### src/design/bcc_pkg.sv
`timescale 1ns / 1ps
`default_nettype none

package bcc_pkg;

   localparam int CFG_W    = 16;
   localparam int LEVELS_W = 2;
   localparam int EVENT_W  = 2;
   localparam int EVENTS_W = 4;
   localparam int ADDR_W   = 4;
   localparam int DATA_W   = 32;

   localparam logic [CFG_W-1:0] DEBOUNCE_RESET     = 16'd20;
   localparam logic [CFG_W-1:0] LONG_PRESS_RESET   = 16'd1000;
   localparam logic [CFG_W-1:0] DOUBLE_CLICK_RESET = 16'd300;
   localparam logic             PRESSED_LEVEL_RESET = 1'b0;

   typedef enum logic [2:0] {
      ST_IDLE        = 3'd0,
      ST_DEB_PRESS   = 3'd1,
      ST_HOLD        = 3'd2,
      ST_DEB_RELEASE = 3'd3,
      ST_WAIT_DOUBLE = 3'd4,
      ST_DOUBLE_DONE = 3'd5
   } state_type;

   typedef enum logic [EVENT_W-1:0] {
      EV_NONE   = 2'd0,
      EV_SHORT  = 2'd1,
      EV_LONG   = 2'd2,
      EV_DOUBLE = 2'd3
   } event_type;

   typedef enum logic {
      CMD_TICK  = 1'b0,
      CMD_CLEAR = 1'b1
   } cmd_type;

   typedef enum logic [1:0] {
      REG_DEBOUNCE      = 2'd0,
      REG_LONG_PRESS    = 2'd1,
      REG_DOUBLE_CLICK  = 2'd2,
      REG_PRESSED_LEVEL = 2'd3
   } reg_index_type;

   typedef struct packed {
      logic [CFG_W-1:0] debounce_ticks;
      logic [CFG_W-1:0] long_press_ticks;
      logic [CFG_W-1:0] double_click_ticks;
      logic             pressed_level;
   } cfg_type;

   typedef struct packed {
      logic tick;
      logic clear;
      logic pressed;
   } lane_ctrl_type;

endpackage

`default_nettype wire

### src/design/bcc_csr.sv
`timescale 1ns / 1ps
`default_nettype none

module bcc_csr (
   input  wire                              clock,
   input  wire                              reset,
   input  wire                              csr_psel,
   input  wire                              csr_penable,
   input  wire                              csr_pwrite,
   input  wire  [bcc_pkg::ADDR_W-1:0]       csr_paddr,
   input  wire  [bcc_pkg::DATA_W-1:0]       csr_pwdata,
   output logic [bcc_pkg::DATA_W-1:0]       csr_prdata,
   output logic                             csr_pready,
   output bcc_pkg::cfg_type                 cfg
);

   bcc_pkg::cfg_type      cfg_ff;
   bcc_pkg::reg_index_type index;
   logic                  write_en;

   assign index      = bcc_pkg::reg_index_type'(csr_paddr[3:2]);
   assign write_en   = csr_psel && csr_penable && csr_pwrite;
   assign csr_pready = 1'b1;
   assign cfg        = cfg_ff;

   always_ff @(posedge clock) begin
      if (reset) begin
         cfg_ff.debounce_ticks     <= bcc_pkg::DEBOUNCE_RESET;
         cfg_ff.long_press_ticks   <= bcc_pkg::LONG_PRESS_RESET;
         cfg_ff.double_click_ticks <= bcc_pkg::DOUBLE_CLICK_RESET;
         cfg_ff.pressed_level      <= bcc_pkg::PRESSED_LEVEL_RESET;
      end else if (write_en) begin
         unique case (index)
            bcc_pkg::REG_DEBOUNCE: begin
               cfg_ff.debounce_ticks <= csr_pwdata[bcc_pkg::CFG_W-1:0];
            end
            bcc_pkg::REG_LONG_PRESS: begin
               cfg_ff.long_press_ticks <= csr_pwdata[bcc_pkg::CFG_W-1:0];
            end
            bcc_pkg::REG_DOUBLE_CLICK: begin
               cfg_ff.double_click_ticks <= csr_pwdata[bcc_pkg::CFG_W-1:0];
            end
            bcc_pkg::REG_PRESSED_LEVEL: begin
               cfg_ff.pressed_level <= csr_pwdata[0];
            end
         endcase
      end
   end

   always_comb begin
      unique case (index)
         bcc_pkg::REG_DEBOUNCE:      csr_prdata = bcc_pkg::DATA_W'(cfg_ff.debounce_ticks);
         bcc_pkg::REG_LONG_PRESS:    csr_prdata = bcc_pkg::DATA_W'(cfg_ff.long_press_ticks);
         bcc_pkg::REG_DOUBLE_CLICK:  csr_prdata = bcc_pkg::DATA_W'(cfg_ff.double_click_ticks);
         bcc_pkg::REG_PRESSED_LEVEL: csr_prdata = bcc_pkg::DATA_W'(cfg_ff.pressed_level);
      endcase
   end

endmodule

`default_nettype wire

### src/design/bcc_lane.sv
`timescale 1ns / 1ps
`default_nettype none

module bcc_lane #(
   parameter int COUNT_WIDTH = 16
) (
   input  wire                        clock,
   input  wire                        reset,
   input  bcc_pkg::lane_ctrl_type     ctrl,
   input  bcc_pkg::cfg_type           cfg,
   output bcc_pkg::event_type         latched_next
);

   localparam int CMP_W = (COUNT_WIDTH > bcc_pkg::CFG_W) ? COUNT_WIDTH : bcc_pkg::CFG_W;

   bcc_pkg::state_type     state_ff, state_in;
   bcc_pkg::event_type     latched_ff, latched_in;
   logic                   fired_ff, fired_in;
   logic [COUNT_WIDTH-1:0] debounce_ff, debounce_in, debounce_inc;
   logic [COUNT_WIDTH-1:0] held_ff, held_in, held_inc;
   logic [COUNT_WIDTH-1:0] window_ff, window_in, window_inc;
   logic                   debounce_met, held_met_inc, held_met_cur, window_met;

   // saturating increments
   assign debounce_inc = (debounce_ff == '1) ? debounce_ff : debounce_ff + COUNT_WIDTH'(1);
   assign held_inc     = (held_ff == '1) ? held_ff : held_ff + COUNT_WIDTH'(1);
   assign window_inc   = (window_ff == '1) ? window_ff : window_ff + COUNT_WIDTH'(1);

   assign debounce_met = CMP_W'(debounce_inc) >= CMP_W'(cfg.debounce_ticks);
   assign held_met_inc = CMP_W'(held_inc) >= CMP_W'(cfg.long_press_ticks);
   assign held_met_cur = CMP_W'(held_ff) >= CMP_W'(cfg.long_press_ticks);
   assign window_met   = CMP_W'(window_inc) >= CMP_W'(cfg.double_click_ticks);

   assign latched_next = latched_in;

   always_comb begin
      state_in = state_ff;
      if (ctrl.tick) begin
         unique case (state_ff)
            bcc_pkg::ST_IDLE: begin
               if (ctrl.pressed) state_in = bcc_pkg::ST_DEB_PRESS;
            end
            bcc_pkg::ST_DEB_PRESS: begin
               if (debounce_met) begin
                  state_in = ctrl.pressed ? bcc_pkg::ST_HOLD : bcc_pkg::ST_IDLE;
               end
            end
            bcc_pkg::ST_HOLD: begin
               if (!ctrl.pressed) state_in = bcc_pkg::ST_DEB_RELEASE;
            end
            bcc_pkg::ST_DEB_RELEASE: begin
               if (debounce_met) begin
                  if (ctrl.pressed) begin
                     state_in = bcc_pkg::ST_HOLD;
                  end else if (held_met_cur || fired_ff) begin
                     state_in = bcc_pkg::ST_IDLE;
                  end else begin
                     state_in = bcc_pkg::ST_WAIT_DOUBLE;
                  end
               end
            end
            bcc_pkg::ST_WAIT_DOUBLE: begin
               if (ctrl.pressed) begin
                  if (debounce_met && !fired_ff) state_in = bcc_pkg::ST_DOUBLE_DONE;
               end else if (window_met && !fired_ff) begin
                  state_in = bcc_pkg::ST_IDLE;
               end
            end
            bcc_pkg::ST_DOUBLE_DONE: begin
               if (!ctrl.pressed && debounce_met) state_in = bcc_pkg::ST_IDLE;
            end
            default: begin
               state_in = bcc_pkg::ST_IDLE;
            end
         endcase
      end
   end

   always_comb begin
      debounce_in = debounce_ff;
      held_in     = held_ff;
      window_in   = window_ff;
      fired_in    = fired_ff;
      latched_in  = latched_ff;
      if (ctrl.clear) begin
         latched_in = bcc_pkg::EV_NONE;
      end else if (ctrl.tick) begin
         unique case (state_ff)
            bcc_pkg::ST_IDLE: begin
               fired_in  = 1'b0;
               window_in = '0;
               if (ctrl.pressed) debounce_in = '0;
            end
            bcc_pkg::ST_DEB_PRESS: begin
               debounce_in = debounce_inc;
               if (debounce_met && ctrl.pressed) begin
                  debounce_in = '0;
                  held_in     = '0;
               end
            end
            bcc_pkg::ST_HOLD: begin
               if (ctrl.pressed) begin
                  held_in = held_inc;
                  if (held_met_inc && !fired_ff) begin
                     latched_in = bcc_pkg::EV_LONG;
                     fired_in   = 1'b1;
                  end
               end else begin
                  debounce_in = '0;
               end
            end
            bcc_pkg::ST_DEB_RELEASE: begin
               debounce_in = debounce_inc;
               if (debounce_met && !ctrl.pressed && !(held_met_cur || fired_ff)) begin
                  window_in = '0;
               end
            end
            bcc_pkg::ST_WAIT_DOUBLE: begin
               window_in = window_inc;
               if (ctrl.pressed) begin
                  debounce_in = debounce_inc;
                  if (debounce_met && !fired_ff) begin
                     latched_in  = bcc_pkg::EV_DOUBLE;
                     fired_in    = 1'b1;
                     debounce_in = '0;
                  end
               end else if (window_met && !fired_ff) begin
                  latched_in = bcc_pkg::EV_SHORT;
               end
            end
            bcc_pkg::ST_DOUBLE_DONE: begin
               if (!ctrl.pressed) begin
                  debounce_in = debounce_met ? '0 : debounce_inc;
               end
            end
            default: begin
            end
         endcase
      end
   end

   always_ff @(posedge clock) begin
      if (reset) begin
         state_ff    <= bcc_pkg::ST_IDLE;
         latched_ff  <= bcc_pkg::EV_NONE;
         fired_ff    <= 1'b0;
         debounce_ff <= '0;
         held_ff     <= '0;
         window_ff   <= '0;
      end else begin
         state_ff    <= state_in;
         latched_ff  <= latched_in;
         fired_ff    <= fired_in;
         debounce_ff <= debounce_in;
         held_ff     <= held_in;
         window_ff   <= window_in;
      end
   end

endmodule

`default_nettype wire

### src/design/bcc_merge.sv
`timescale 1ns / 1ps
`default_nettype none

module bcc_merge #(
   parameter int NUM_BUTTONS = 2
) (
   input  wire                                              clock,
   input  wire                                              reset,
   input  wire  [NUM_BUTTONS-1:0][bcc_pkg::EVENT_W-1:0]     lane_latched,
   input  wire                                              req_valid,
   output logic                                             req_ready,
   output logic                                             accept,
   output logic                                             rsp_valid,
   input  wire                                              rsp_ready,
   output logic [bcc_pkg::EVENTS_W-1:0]                     rsp_events
);

   localparam int SLOTS = bcc_pkg::EVENTS_W / bcc_pkg::EVENT_W;
   localparam int SHOWN = (NUM_BUTTONS < SLOTS) ? NUM_BUTTONS : SLOTS;

   logic                          rsp_valid_ff;
   logic [bcc_pkg::EVENTS_W-1:0]  rsp_events_ff;
   logic [bcc_pkg::EVENTS_W-1:0]  packed_events;

   always_comb begin
      packed_events = '0;
      for (int i = 0; i < SHOWN; i++) begin
         packed_events[i*bcc_pkg::EVENT_W +: bcc_pkg::EVENT_W] = lane_latched[i];
      end
   end

   assign req_ready  = !rsp_valid_ff || rsp_ready;
   assign accept     = req_valid && req_ready;
   assign rsp_valid  = rsp_valid_ff;
   assign rsp_events = rsp_events_ff;

   always_ff @(posedge clock) begin
      if (reset) begin
         rsp_valid_ff <= 1'b0;
      end else if (accept) begin
         rsp_valid_ff <= 1'b1;
      end else if (rsp_ready) begin
         rsp_valid_ff <= 1'b0;
      end
   end

   always_ff @(posedge clock) begin
      if (accept) begin
         rsp_events_ff <= packed_events;
      end
   end

endmodule

`default_nettype wire

### src/design/button_click_classifier.sv
`timescale 1ns / 1ps
`default_nettype none

// Classifies button presses as short, long or double clicks. Every button has
// its own debounce and click state machine, all advanced together by a tick
// item; a clear item erases one button's latched event. The result of each
// item, the packed latched events, is registered and shown the cycle after
// the transfer; a new item is taken every cycle as long as the result
// register is empty or being drained. The per-button state update is
// combinational and feeds the result register directly.

module button_click_classifier #(
   parameter int NUM_BUTTONS = 2,
   parameter int COUNT_WIDTH = 16
) (
   input  wire                               clock,
   input  wire                               reset,
   input  wire                               req_valid,
   output logic                              req_ready,
   input  wire                               req_cmd,
   input  wire  [bcc_pkg::LEVELS_W-1:0]      req_levels,
   input  wire                               req_clear_button,
   output logic                              rsp_valid,
   input  wire                               rsp_ready,
   output logic [bcc_pkg::EVENTS_W-1:0]      rsp_events,
   input  wire                               csr_psel,
   input  wire                               csr_penable,
   input  wire                               csr_pwrite,
   input  wire  [bcc_pkg::ADDR_W-1:0]        csr_paddr,
   input  wire  [bcc_pkg::DATA_W-1:0]        csr_pwdata,
   output logic [bcc_pkg::DATA_W-1:0]        csr_prdata,
   output logic                              csr_pready
);

   bcc_pkg::cfg_type                             cfg;
   logic                                         accept;
   logic [NUM_BUTTONS-1:0][bcc_pkg::EVENT_W-1:0] lane_latched;

   bcc_csr u_csr (
      .clock       (clock),
      .reset       (reset),
      .csr_psel    (csr_psel),
      .csr_penable (csr_penable),
      .csr_pwrite  (csr_pwrite),
      .csr_paddr   (csr_paddr),
      .csr_pwdata  (csr_pwdata),
      .csr_prdata  (csr_prdata),
      .csr_pready  (csr_pready),
      .cfg         (cfg)
   );

   for (genvar i = 0; i < NUM_BUTTONS; i++) begin : g_lane
      bcc_pkg::lane_ctrl_type ctrl;
      bcc_pkg::event_type     latched_next;
      logic                   level;

      if (i < bcc_pkg::LEVELS_W) begin : g_pin
         assign level = req_levels[i];
      end else begin : g_nopin
         assign level = 1'b0;
      end

      assign ctrl.tick    = accept && (req_cmd == bcc_pkg::CMD_TICK);
      assign ctrl.clear   = accept && (req_cmd == bcc_pkg::CMD_CLEAR)
                            && (32'(req_clear_button) == i);
      assign ctrl.pressed = (level == cfg.pressed_level);

      bcc_lane #(
         .COUNT_WIDTH (COUNT_WIDTH)
      ) u_lane (
         .clock        (clock),
         .reset        (reset),
         .ctrl         (ctrl),
         .cfg          (cfg),
         .latched_next (latched_next)
      );

      assign lane_latched[i] = latched_next;
   end

   bcc_merge #(
      .NUM_BUTTONS (NUM_BUTTONS)
   ) u_merge (
      .clock        (clock),
      .reset        (reset),
      .lane_latched (lane_latched),
      .req_valid    (req_valid),
      .req_ready    (req_ready),
      .accept       (accept),
      .rsp_valid    (rsp_valid),
      .rsp_ready    (rsp_ready),
      .rsp_events   (rsp_events)
   );

   a_transfer_gives_result: assert property (@(posedge clock) disable iff (reset)
      accept |=> rsp_valid)
      else $error("no result after input transfer");

   a_no_take_when_blocked: assert property (@(posedge clock) disable iff (reset)
      (rsp_valid && !rsp_ready) |-> !req_ready)
      else $error("input taken while result is blocked");

   a_clear_button0: assert property (@(posedge clock) disable iff (reset)
      (accept && (req_cmd == bcc_pkg::CMD_CLEAR) && !req_clear_button)
      |=> (rsp_events[1:0] == bcc_pkg::EV_NONE))
      else $error("clear did not erase button event");

endmodule

`default_nettype wire

### config.mk
export PLATFORM = sky130hd
export DESIGN_NAME = button_click_classifier
export DESIGN_NICKNAME = d
export VERILOG_FILES = /design/src/design/bcc_pkg.sv /design/src/design/bcc_csr.sv /design/src/design/bcc_lane.sv /design/src/design/bcc_merge.sv /design/src/design/button_click_classifier.sv
export SDC_FILE = /design/constraint.sdc
export NUM_CORES = 1
export LEC_CHECK = 0
export ABC_AREA = 1
export BUFFER_PORTS_ARGS = -buffer_cell sky130_fd_sc_hd__buf_2
export CORE_AREA = 2 2 200 202
export DETAILED_ROUTE_END_ITERATION = 10
export DIE_AREA = 0 0 202 204
export SYNTH_ARGS = -nofsm -noshare
export SYNTH_HDL_FRONTEND = slang
export SYNTH_HIERARCHICAL = 1
export SYNTH_SLANG_ARGS = --single-unit
### constraint.sdc
create_clock -name clock -period 4.1 [get_ports clock]
set_input_delay 0.615 -clock clock [delete_from_list [all_inputs] [get_ports clock]]
set_output_delay 0.615 -clock clock [all_outputs]
set_load 0.02 [all_outputs]
==> results.yml <==
outcome:
  status: "finished, final reports clean"
cts:
  cts_buffers: 17
  clkSlewWorstSetupHoldPaths_ns: 0.09
  clk_latency_ns: 0.47
  clockBufferDepth: 2
  cts_hold_buf: 0
  cts_tree: "yes"
  h-tree-depth: 4
  cts.sinks: 162
  root_buffer: "clkbuf_16"
placement:
  portBuffers: 50
  place_ws_ns: 0.4082
  routabilityCongestion: 0.9038
  place_inst: 2704
  place_area_mm2: 0.01419
  dp_hpwl_mm: 30.61
grt:
  grt_start_max_net_pins: 49
  grt-ovfl-total: 0
  antenna_found_initial: 1
  grt_pass1_wl_mm: 63.11
  grtUsageTotal: 0.1907
  grt_pass1_vias: 12462
cells_and_area:
  nets: 2382
  layout-drive-gt1-share: 0.08717
  fillCellCount: 4172
  multiInputGateArea_mm2: 0.008681
  num_antenna_cells: 0
  fin_cells: 2739
  seq_area_mm2: 0.003283
  area_delta_synth_final_pct: 9.432
  design_area_mm2: 0.01482
sta:
  setup_viol: 0
  max_freq_mhz: 268.3
  setup_ws_ns: 0.3732
  hold_viol_final: 0
  slew_viol_final: 0
  rsz0062_at_grt: "false"
  tightest_slew_ns: 0.8212
  skew_ns: 0.02323
  max_slew_margin: 0.4520
  period_share: 0.9090
  setup_tns_ns: 0
  period_needed_ns: 3.727
  fin_hold_ws_ns: 0.3774
yosys:
  yosys-top-cells-count: "nand2_1, inv_1, nor2_1"
  synth_cells: 2171
  yosysMostFrequentCell: "nand2_1"
  synth_cell_type_count: 54
  syn_avg_cell_area_um2: 6.239
  synth_top_area_share: 0.2335
  yosys_warnings: 6
  yosys_most_used_dff: "dfxtp_1"
  synth.largest_area_cell: "dfxtp_1"
  synth-edff-count: 4
  ys_seq_area_frac: 0.2424
  ys_ff_latch: 162
  async_flop_share: 0
  ys_top_cells_by_area: "dfxtp_1, nand2_1, ha_1"
  netlist_area_mm2: 0.01354
drt:
  drt_iter0_drc: 863
  drc: 0
  drt.antenna.violating_nets: 0
  wl_per_cell_um: 14.21
  dr_total_vias: 13466
  drt_wl_total_mm: 38.91
  routed_via_density: 4.916
  first_pass_iters: 7
worst_setup_path:
  critPathKind: "reg -> reg"
  regToRegStartpoint: "g_lane[0].u_lane/debounce_ff[1]"
  rrSetupSlack_ns: 0.37
  endpoint_kind: "flip-flop"
  cp.required_ns: 4.41
  r2r-end: "g_lane[0].u_lane/debounce_ff[9]"
  r2r_cells: 16
  worst_setup_path_start_kind: "flip-flop"
  crit_arrival_ns: 4.03
  crit_fanout: 16
die:
  die_x_um: 202
  row_count: 73
  die-area_mm2: 0.04121
  start_util: 0.3457
  coreArea_mm2: 0.03918
  die_h_um: 204
  io-pin-count: 86
pwr:
  ir_drop_mv: 0.3130
  p_per_area_mw_per_mm2: 265.0
  power_leakage_uw: 0.007103
hold_path:
  hold_start: "csr_pwdata[4]"
  hold_end: "u_csr/cfg[37]"
  min_path_type: "in -> reg"
  hold_depth: 3
job:
  cap_violations: 0
==> final cells by class <==
type                            instances  area share
Sequential cell                       162      0.2215
Clock inverter                         15     0.01216
Clock buffer                           17     0.02870
Timing Repair Buffer                   69     0.02735
Tap cell                              525     0.04432
Multi-Input combinational cell       1634      0.5857
Inverter                              317     0.08028
==> worst max-delay path, cell delays in order (launching register included) <==
cell and delay (ns):
dfxtp_1 0.41, ha_1 0.25, nand2_1 0.10, nor3_2 0.23
nand4_1 0.22, o31ai_1 0.37, inv_1 0.08, ha_1 0.30
nand4_1 0.11, nor2_1 0.20, nand3_1 0.14, nand3_2 0.18
nand2_1 0.15, a21oi_1 0.35, nand3_4 0.29, nand2_1 0.13
a21oi_1 0.08
==> worst max-delay path by stage <==
stage	startpoint	depth (start not counted)	endpoint	slack (ns)
after floorplan	g_lane[1].u_lane/debounce_ff[0]	22	g_lane[1].u_lane/window_ff[15]	1.10
after global placement	g_lane[0].u_lane/debounce_ff[1]	22	g_lane[0].u_lane/debounce_ff[3]	0.35
after detailed placement	g_lane[1].u_lane/debounce_ff[0]	21	g_lane[1].u_lane/window_ff[5]	0.41
after CTS	g_lane[0].u_lane/debounce_ff[1]	22	g_lane[0].u_lane/debounce_ff[9]	0.38
after global routing	g_lane[0].u_lane/debounce_ff[1]	22	g_lane[0].u_lane/held_ff[8]	0.06
final	g_lane[0].u_lane/debounce_ff[1]	16	g_lane[0].u_lane/debounce_ff[9]	0.37
==> per-stage QoR <==
stage / total power [µW] / utilization
after floorplan: 2134 / -
after global placement: 2274 / 0.3620
after detailed placement: 2287 / 0.3620
after CTS: 3959 / 0.3775
after global routing: 4115 / 0.3783
final: 3928 / 0.3783
==> routing by layer <==
metal	track usage	share of wire	wire length [µm]
met5	0	0.00026	10
met4	0.07458	0.033	1296
met3	0.03157	0.049	1922
met2	0.3225	0.46	17910
met1	0.2421	0.46	17770
==> placed cells by master (no fill, tap or decap), types with 3 or more instances in the layout <==
master	instances
nand3_2	5
nand2_2	7
nor2_1	289
o21ai_0	41
a21boi_0	3
xnor2_1	7
nor2_2	16
o21ai_1	5
o31ai_1	3
inv_6	4
o21bai_1	12
buf_4	18
xor2_1	41
inv_2	20
o21a_1	5
a31o_2	3
nor4_1	5
a21oi_1	165
ha_1	134
a21oi_2	8
conb_1	17
nand2_1	598
nand4_1	31
dfxtp_1	158
nor3_1	28
clkbuf_16	17
inv_8	5
buf_2	50
clkinv_8	5
inv_1	297
nand3_1	162
or2_2	5
edfxtp_1	4
nor2_4	11
nor3_2	6
a21o_1	4
==> state kept, by name (all words and copies together), names as in the netlist <==
name,flops
g_lane.u_lane/window_ff,32
u_merge/rsp_events,4
g_lane.u_lane/debounce_ff,32
g_lane.u_lane/fired_ff,2
u_merge/rsp_valid,1
g_lane.u_lane/held_ff,32
g_lane.u_lane/state_ff,6
u_csr/cfg,49
g_lane.u_lane/latched_ff,4
==> cells by family (layout without fill, tap and decap cells) <==
group                      count (synthesis)  after routing  share of synthesized area
xor gates and xnor gates                  49             49                    0.03224
and+or+nand+nor                         1174           1174                     0.3716
DFF                                      162            162                     0.2424
buffers and inverters                    390            418                     0.1218
adders and majority gates                134            134                     0.1238
AOI/OAI and AO/OA                        260            260                     0.1076
other                                      2             17                  0.0005545
==> power breakdown <==
part	switching (µW)	internal (µW)	total, µW
Sequential	54.0	1620	1680
Combinational	400	179	579
Clock	844	828	1670
==> what timing repair did <==
item                                    in CTS  in global routing
endpoints found under the setup margin       0                 21
buffers inserted                             0                  3
gates resized for setup                      0                  1
No activity file was read; power rests on OpenSTA's default activity.
